**config.mk**
```make
export PLATFORM = sky130hd
export DESIGN_NAME = touch_key_matrix_detect_debounce
export DESIGN_NICKNAME = d
export VERILOG_FILES = /design/src/hw/rtl/tkmdd_pkg.sv /design/src/hw/rtl/tkmdd_ram.sv /design/src/hw/rtl/touch_key_matrix_detect_debounce.sv
export SDC_FILE = /design/constraint.sdc
export NUM_CORES = 1
export LEC_CHECK = 0
export BUFFER_PORTS_ARGS = -buffer_cell sky130_fd_sc_hd__buf_2
export CORE_MARGIN = 4
export CORE_UTILIZATION = 62
export DETAILED_ROUTE_END_ITERATION = 8
export GPL_TIMING_DRIVEN = 0
export PLACE_DENSITY = 0.9
export REMOVE_ABC_BUFFERS = 1
export SYNTH_ARGS = -nofsm -noshare
export SYNTH_HDL_FRONTEND = slang
export SYNTH_HIERARCHICAL = 1
export SYNTH_SLANG_ARGS = --single-unit
```
**constraint.sdc**
```tcl
create_clock -name i_clk -period 5.5 [get_ports i_clk]
set_clock_uncertainty 0.15 [all_clocks]
set_input_delay 0.55 -clock i_clk [delete_from_list [all_inputs] [get_ports i_clk]]
set_output_delay 0.55 -clock i_clk [all_outputs]
set_load 0.02 [all_outputs]
```
**src/hw/rtl/tkmdd_pkg.sv**
```systemverilog
// Package with the item types and constants of the touch key matrix detector.
package tkmdd_pkg;

    localparam int ROW_COUNT    = 8;
    localparam int COLUMN_COUNT = 8;
    localparam int KEY_COUNT    = ROW_COUNT * COLUMN_COUNT;

    localparam int ROW_W     = 3;
    localparam int COL_W     = 3;
    localparam int SAMPLE_W  = 8;
    localparam int THR_SHIFT = 3;

    localparam int LIM_W     = 5;
    localparam int COL_IDX_W = (COLUMN_COUNT > 1) ? $clog2(COLUMN_COUNT) : 1;
    localparam int KEY_IDX_W = (KEY_COUNT > 1) ? $clog2(KEY_COUNT) : 1;
    localparam int KEY_ENT_W = 2;

    typedef struct packed {
        logic [ROW_W-1:0]    key_row;
        logic [COL_W-1:0]    key_column;
        logic [SAMPLE_W-1:0] sample;
        logic                last_in_scan;
    } t_in_item;

    typedef struct packed {
        logic key_pressed;
        logic key_changed;
        logic scan_changed;
        logic calibrated_now;
    } t_out_item;

    typedef struct packed {
        logic pending;
        logic stable;
    } t_key_ent;

endpackage

```
**src/hw/rtl/tkmdd_ram.sv**
```systemverilog
// Generic single-clock RAM with one write port and one registered read port.
module tkmdd_ram #(
    parameter int WIDTH = 8,
    parameter int DEPTH = 8
) (
    input  logic                                   i_clk,
    input  logic                                   i_wr_en,
    input  logic [((DEPTH > 1) ? $clog2(DEPTH) : 1)-1:0] i_wr_addr,
    input  logic [WIDTH-1:0]                       i_wr_data,
    input  logic                                   i_rd_en,
    input  logic [((DEPTH > 1) ? $clog2(DEPTH) : 1)-1:0] i_rd_addr,
    output logic [WIDTH-1:0]                       o_rd_data
);

    logic [WIDTH-1:0] r_mem [DEPTH];
    logic [WIDTH-1:0] r_rd_data;

    always_ff @(posedge i_clk) begin
        if (i_wr_en) begin
            r_mem[i_wr_addr] <= i_wr_data;
        end
        if (i_rd_en) begin
            r_rd_data <= r_mem[i_rd_addr];
        end
    end

    assign o_rd_data = r_rd_data;

endmodule

```
**src/hw/rtl/touch_key_matrix_detect_debounce.sv**
```systemverilog
// Top level of the touch key matrix detector with per-column calibration and debounce.
//
//   port group      direction  handshake                     payload
//   input items     in         i_in_valid / o_in_ready       i_in_item  (t_in_item)
//   result items    out        o_out_valid / i_out_ready     o_out_item (t_out_item)
//
// One item per cycle is sustained while results are taken. An item reads the threshold
// and key RAMs in the cycle it is accepted, is evaluated and written back when it
// leaves the evaluation stage, and its result is then held in the output register.
// Reset clears all valid bits at once, so the block accepts items right after reset.
// While the output register is full and not taken, the evaluation stage holds and
// input ready drops once both stages are full.
module touch_key_matrix_detect_debounce
    import tkmdd_pkg::*;
(
    input  logic      i_clk,
    input  logic      i_rst_n,
    input  logic      i_in_valid,
    output logic      o_in_ready,
    input  t_in_item  i_in_item,
    output logic      o_out_valid,
    input  logic      i_out_ready,
    output t_out_item o_out_item
);

    logic                 in_acc;
    logic                 in_rng;
    logic [COL_IDX_W-1:0] in_col;
    logic [KEY_IDX_W-1:0] in_idx;

    logic                 r_s1_vld;
    t_in_item             r_s1_item;
    logic                 r_s1_rng;
    logic [COL_IDX_W-1:0] r_s1_col;
    logic [KEY_IDX_W-1:0] r_s1_idx;
    logic                 r_s1_thr_vld;
    logic                 r_s1_key_vld;
    logic                 r_fwd_thr_hit;
    logic [SAMPLE_W-1:0]  r_fwd_thr;
    logic                 r_fwd_key_hit;
    t_key_ent             r_fwd_key;

    logic [COLUMN_COUNT-1:0] r_thr_vld;
    logic [KEY_COUNT-1:0]    r_key_vld;
    logic                    r_scan_acc;
    logic                    r_out_vld;
    t_out_item               r_out;

    logic [SAMPLE_W-1:0]  thr_rd;
    logic [KEY_ENT_W-1:0] key_rd;
    logic [SAMPLE_W-1:0]  thr;
    t_key_ent             key_cur;
    t_key_ent             key_new;
    logic [SAMPLE_W-1:0]  thr_new;
    logic                 s1_adv;
    logic                 thr_wr;
    logic                 key_wr;
    logic                 raw;
    logic                 chg;
    logic                 calib;
    logic                 acc_now;
    t_out_item            n_out;

    assign s1_adv     = r_s1_vld && (!r_out_vld || i_out_ready);
    assign o_in_ready = !r_s1_vld || s1_adv;
    assign in_acc     = i_in_valid && o_in_ready;

    assign in_rng = (LIM_W'(i_in_item.key_row) < LIM_W'(ROW_COUNT))
                 && (LIM_W'(i_in_item.key_column) < LIM_W'(COLUMN_COUNT));
    assign in_col = COL_IDX_W'(i_in_item.key_column);
    assign in_idx = KEY_IDX_W'(KEY_IDX_W'(i_in_item.key_row) * KEY_IDX_W'(COLUMN_COUNT)
                             + KEY_IDX_W'(i_in_item.key_column));

    tkmdd_ram #(
        .WIDTH(SAMPLE_W),
        .DEPTH(COLUMN_COUNT)
    ) u_thr_ram (
        .i_clk    (i_clk),
        .i_wr_en  (thr_wr),
        .i_wr_addr(r_s1_col),
        .i_wr_data(thr_new),
        .i_rd_en  (in_acc),
        .i_rd_addr(in_col),
        .o_rd_data(thr_rd)
    );

    tkmdd_ram #(
        .WIDTH(KEY_ENT_W),
        .DEPTH(KEY_COUNT)
    ) u_key_ram (
        .i_clk    (i_clk),
        .i_wr_en  (key_wr),
        .i_wr_addr(r_s1_idx),
        .i_wr_data(key_new),
        .i_rd_en  (in_acc),
        .i_rd_addr(in_idx),
        .o_rd_data(key_rd)
    );

    always_comb begin
        if (r_fwd_thr_hit) begin
            thr = r_fwd_thr;
        end else if (r_s1_thr_vld) begin
            thr = thr_rd;
        end else begin
            thr = '0;
        end

        if (r_fwd_key_hit) begin
            key_cur = r_fwd_key;
        end else if (r_s1_key_vld) begin
            key_cur = t_key_ent'(key_rd);
        end else begin
            key_cur = '0;
        end

        thr_new = r_s1_item.sample - (r_s1_item.sample >> THR_SHIFT);
        raw     = r_s1_item.sample < thr;
        calib   = r_s1_rng && (thr == '0);
        chg     = 1'b0;
        key_new = key_cur;
        if (raw != key_cur.stable) begin
            if (!key_cur.pending) begin
                key_new.pending = 1'b1;
            end else begin
                key_new.pending = 1'b0;
                key_new.stable  = !key_cur.stable;
                chg             = r_s1_rng;
            end
        end else begin
            key_new.pending = 1'b0;
        end

        thr_wr  = s1_adv && calib;
        key_wr  = s1_adv && r_s1_rng;
        acc_now = r_scan_acc || chg;

        n_out.key_pressed    = r_s1_rng && key_new.stable;
        n_out.key_changed    = chg;
        n_out.scan_changed   = r_s1_item.last_in_scan && acc_now;
        n_out.calibrated_now = calib;
    end

    always_ff @(posedge i_clk) begin
        if (!i_rst_n) begin
            r_s1_vld      <= 1'b0;
            r_fwd_thr_hit <= 1'b0;
            r_fwd_key_hit <= 1'b0;
            r_thr_vld     <= '0;
            r_key_vld     <= '0;
            r_scan_acc    <= 1'b0;
            r_out_vld     <= 1'b0;
        end else begin
            if (in_acc) begin
                r_s1_vld      <= 1'b1;
                r_s1_thr_vld  <= r_thr_vld[in_col];
                r_s1_key_vld  <= r_key_vld[in_idx];
                r_fwd_thr_hit <= thr_wr && (r_s1_col == in_col);
                r_fwd_key_hit <= key_wr && (r_s1_idx == in_idx);
            end else if (s1_adv) begin
                r_s1_vld      <= 1'b0;
                r_fwd_thr_hit <= 1'b0;
                r_fwd_key_hit <= 1'b0;
            end

            if (thr_wr) begin
                r_thr_vld[r_s1_col] <= 1'b1;
            end
            if (key_wr) begin
                r_key_vld[r_s1_idx] <= 1'b1;
            end

            if (s1_adv) begin
                r_scan_acc <= acc_now && !r_s1_item.last_in_scan;
                r_out_vld  <= 1'b1;
            end else if (i_out_ready) begin
                r_out_vld <= 1'b0;
            end
        end
    end

    always_ff @(posedge i_clk) begin
        if (in_acc) begin
            r_s1_item <= i_in_item;
            r_s1_rng  <= in_rng;
            r_s1_col  <= in_col;
            r_s1_idx  <= in_idx;
            r_fwd_thr <= thr_new;
            r_fwd_key <= key_new;
        end
        if (s1_adv) begin
            r_out <= n_out;
        end
    end

    assign o_out_valid = r_out_vld;
    assign o_out_item  = r_out;

    a_stall_only_when_full: assert property (@(posedge i_clk) disable iff (!i_rst_n)
        !o_in_ready |-> (r_s1_vld && r_out_vld))
        else $error("input stalled while a stage was free");

    a_fwd_needs_item: assert property (@(posedge i_clk) disable iff (!i_rst_n)
        (r_fwd_thr_hit || r_fwd_key_hit) |-> r_s1_vld)
        else $error("forwarding active without an item in evaluation");

    a_scan_acc_cleared: assert property (@(posedge i_clk) disable iff (!i_rst_n)
        (s1_adv && r_s1_item.last_in_scan) |=> !r_scan_acc)
        else $error("scan change flag not cleared after the last item of a scan");

endmodule
```
# Yosys cells after proc, flatten, opt, wreduce, memory -nomap -nowiden
# Memory sizes are Yosys's and may differ from the RTL's. A register that Yosys moved wholly into a read port is not among the register bits.
# Cells that the tools add are included.
# word_totals
n_memories	2
ram_bits	192
register_bits	111
output_inout_bits	6
inputBits	19
wordCells	84
# classes
n_addsub	2
n_eq_ne	3
bitwise_logic	2
order_cmp	7
n_mux	28
reduce_logical	20
# memory_table
name	depth	width	rd	rd_clocked_by_memory_dff	write_ports	line	rtl
u_key_ram.r_mem	64	2	1	1	1	tkmdd_ram.sv:15	logic [WIDTH-1:0] r_mem [DEPTH];
u_thr_ram.r_mem	8	8	1	1	1	tkmdd_ram.sv:15	
# op_table
operator	n
$or 64x64->64	1
$mux 1	20
$mux 8	2
$lt 6x7->1 const B	2
$logic_and 1x1->1	9
$logic_not 8->1	1
$lt 3x4->1 const B	2
$lt 8x8->1	1
$or 8x8->8	1
$sub 8x5->8	1
$add 6x3->6	1
$bmux 1 s6	1
$demux 1 s6	1
$eq 6x6->1	1
$ge 6x1->1 const B	1
$logic_not 1->1	4
$mux 2	2
$reduce_bool 2->1	2
$bmux 1 s3	1
$demux 1 s3	1
$eq 3x3->1	1
$ge 3x1->1 const B	1
$logic_or 1x1->1	3
$reduce_and 2->1	1
$ne 1x1->1	1

# Depth between registers and ports, before layout
# depth
ltp_word	7
ltp_mapped	10
ltp_nobuf	9

# Modules after synthesis
# The synthesis kept the hierarchy.
# modules_own_cells
module	cells_per_inst	area_each_um2	seq_area_each_um2	instances
tkmdd_ram (u_key_ram)	324	5417.7	3903.7	1
touch_key_matrix_detect_debounce	454	4923.5	2472.4	1
tkmdd_ram (u_thr_ram)	114	2771.4	2162.1	1

# Worst setup path before layout
# No wires, ideal clock.
# synth_timing
path_type	reg-to-reg
startpoint	register r_s1_thr_vld
endpoint	register r_out, in the netlist o_out_item[3], data pin
n_path_buf	1
setup_slack_ns	1.092
period_less_slack_ns	4.408
t_arrival_ns	3.699
setup_time_ns	0.559
path_stages_with_launch	10
required_ns	4.791
cell_sequence	edfxtp_1 > nor2b_1 > clkbuf_1 > a22oi_1 > ha_1 > o211ai_1 > o21ai_0 > a211oi_2 > nor2_1 > a21oi_1
# synth_rtl
item	line	rtl
start, declared	touch_key_matrix_detect_debounce.sv:36	logic r_s1_thr_vld;
start signal, assigned	touch_key_matrix_detect_debounce.sv:156	r_s1_thr_vld <= r_thr_vld[in_col];
end signal, assigned	touch_key_matrix_detect_debounce.sv:192	r_out <= n_out;
end, declared	touch_key_matrix_detect_debounce.sv:47	t_out_item r_out;

==> run metrics <==
Seq/Total Area, Yosys 65.1%; First-pass DRT Iterations 6; layout cell share with drive strength beyond 1 14.3%; final setup violation count 0; Final nets 937; CTS tree built; largest area contributor in the netlist edfxtp_1; Max VDD drop 0.366 mV; CTS clk-pin slew, worst paths 0.06 ns; Leak Pwr 4.78 nW; GPL Wtd Cong 0.807; vias per inst 6.59; largest net degree at the start of global routing 79; count leader, synth edfxtp_1; EDFF count, synth 233; Clock Sinks 310; initial DRC count 979; worst-margin pin slew 1.26 ns; synth top area cells edfxtp_1, dfxtp_1, mux4_2; Rows 52; total grt overflow 0; later-pin clock latency in the skew report 0.54 ns; Post CTS Setup Buffer Count 0; CP Class reg2reg; die height 153 µm; Peak Freq 258 MHz; Period minus WS final 3.87 ns; unrepaired setup endpoints after global routing no; synth unique cells 59; CTS max path bufs 3; width of the die 153 µm; Slew headroom 15.1%; Core Region 20,500 µm²; synth warn 6; Final Hold Fails 0; pwr/cell area 339 nW/µm²; Async SR Flop Fraction 0%; Die ar. 23,500 µm²; cts repair resizes 0; startpoint types register; CP required 5.71 ns; post-layout util 69.9%; Pins Over Slew Limit 0; design area 14,300 µm²; Num CTS Buffers 30; Total Wirelength 28,400 µm; share of the synthesized area in the top cell type 53.4%; initial core utilization 64.0%; Synth Flop Type edfxtp_1; syn_area_per_cell 14.7 µm²; Worst setup EP type register; Tcrit/Tclk final 70.4%; Total GRT Usage 24.0%; WL per Instance 23.6 µm; initial antenna violation count 0; Synth Instances 892; Hold Crit Class in2reg; root buf cell clkbuf_16; Detailed Place HPWL 17,400 µm; DRC viols 0; Area growth, synth to finish 9.31%; #FFs+latches synth 310; setup ws final 1.63 ns; Max-cap violations 0; placed inst area 13,400 µm²; I/O Buffers 24; H-tree depth 1; IO Pins 25; Synth Cell Area 13,100 µm²; Final ANT Viol Nets 0; Post-CTS Hold Buffers 0; global-route wire length before repair 44,600 µm; Max FO, Critical Path 44; vias 7,906; vias in the first global route 8,087; outcome complete, no violations; endpoint arrival time on the critical path 4.08 ns; antenna diode count 0; pre-CTS WS 1.69 ns; synth cell count leaders edfxtp_1, nor2_1, dfxtp_1
==> worst max-delay path: stages (launching register included) <==
cell	delay, ns
dfxtp_1	0.44
nor2b_1	0.51
a22oi_1	0.26
ha_1	0.27
a211oi_1	0.24
o21ai_0	0.20
a211oi_2	0.56
nor2_1	0.20
a21oi_4	0.55
buf_12	0.28
==> report_power, final <==
part	internal (W)	switching, W
combinational	0.000108	0.000212
clock	0.00109	0.000818
sequential	0.00260	0.0000315
==> final timing paths <==
kind                  from                      to  slack, ns  cells past startpoint
min           i_in_item[1]            r_s1_item[1]       0.03                      1
max          r_fwd_thr_hit  u_key_ram/r_mem[46][0]       1.63                      9
max reg2reg  r_fwd_thr_hit  u_key_ram/r_mem[46][0]       1.63                      9
min reg2reg  r_key_vld[37]           r_key_vld[37]       0.31                      1
==> routing by layer <==
layer  global-route usage [%]  part of all wire [%]
met4                     10.1                   4.1
met3                     3.36                   7.4
met5                        0                     0
met2                     42.1                    52
met1                     30.2                    36
==> metrics by stage <==
stage	power [W]	TNS, ns	hold WS, ns	instances
CTS	0.00487	0	0.0195	1199
detailed placement	0.00299	0	0.298	1143
global placement	0.00296	-49.53	0.289	1139
global route	0.00502	0	0.0161	1199
floorplan	0.00284	0	0.282	845
finish	0.00485	0	0.0297	1199
==> final cells by class <==
class / instances / area [µm²]
Clock inverter: 16 / 100
Multi-Input combinational cell: 519 / 4260
Tap cell: 270 / 338
Fill cell: 1219 / 6160
Sequential cell: 310 / 8540
Clock buffer: 40 / 820
Inverter: 16 / 60.1
Timing Repair Buffer: 28 / 223
==> kinds of logic after synthesis <==
logic type               share of synthesized area [%]
multiplexers                                      12.8
XOR/XNOR                                         0.802
adder cells (fa/ha/maj)                           1.30
flip-flops                                        65.1
AND/OR/NAND/NOR                                   9.38
buffers and inverters                             2.70
AO/OA/AOI/OAI                                     7.87
==> layout by cell type (no fill, tap or decap), types with 6 or more instances in the layout <==
cell type,count
o21ai_0,8
mux2_2,10
clkbuf_1,8
a22oi_1,15
clkbuf_16,31
ha_1,12
clkinv_1,7
buf_2,21
mux4_1,19
inv_1,15
nor2b_1,19
clkinv_2,7
nand3b_1,8
nand3_1,17
mux2i_1,8
xnor2_1,9
nor2_1,157
edfxtp_1,233
a21oi_1,6
dfxtp_1,77
nor3_1,7
o21a_1,74
nand2_1,33
nand2b_1,9
mux4_2,44
==> flip-flops by register name, indices dropped and copies added, names as in the netlist <==
name	cells
u_key_ram/r_mem	128
r_key_vld	64
u_thr_ram/r_mem	64
r_s1_item	9
r_fwd_thr	8
r_thr_vld	8
u_thr_ram/o_rd_data	8
o_out_item	4
r_s1_idx	4
r_fwd_key	2
r_s1_col	2
u_key_ram/o_rd_data	2
o_out_valid	1
r_fwd_key_hit	1
r_fwd_thr_hit	1
r_s1_key_vld	1
r_s1_thr_vld	1
r_s1_vld	1
r_scan_acc	1
(Power assumes the default switching activity.)
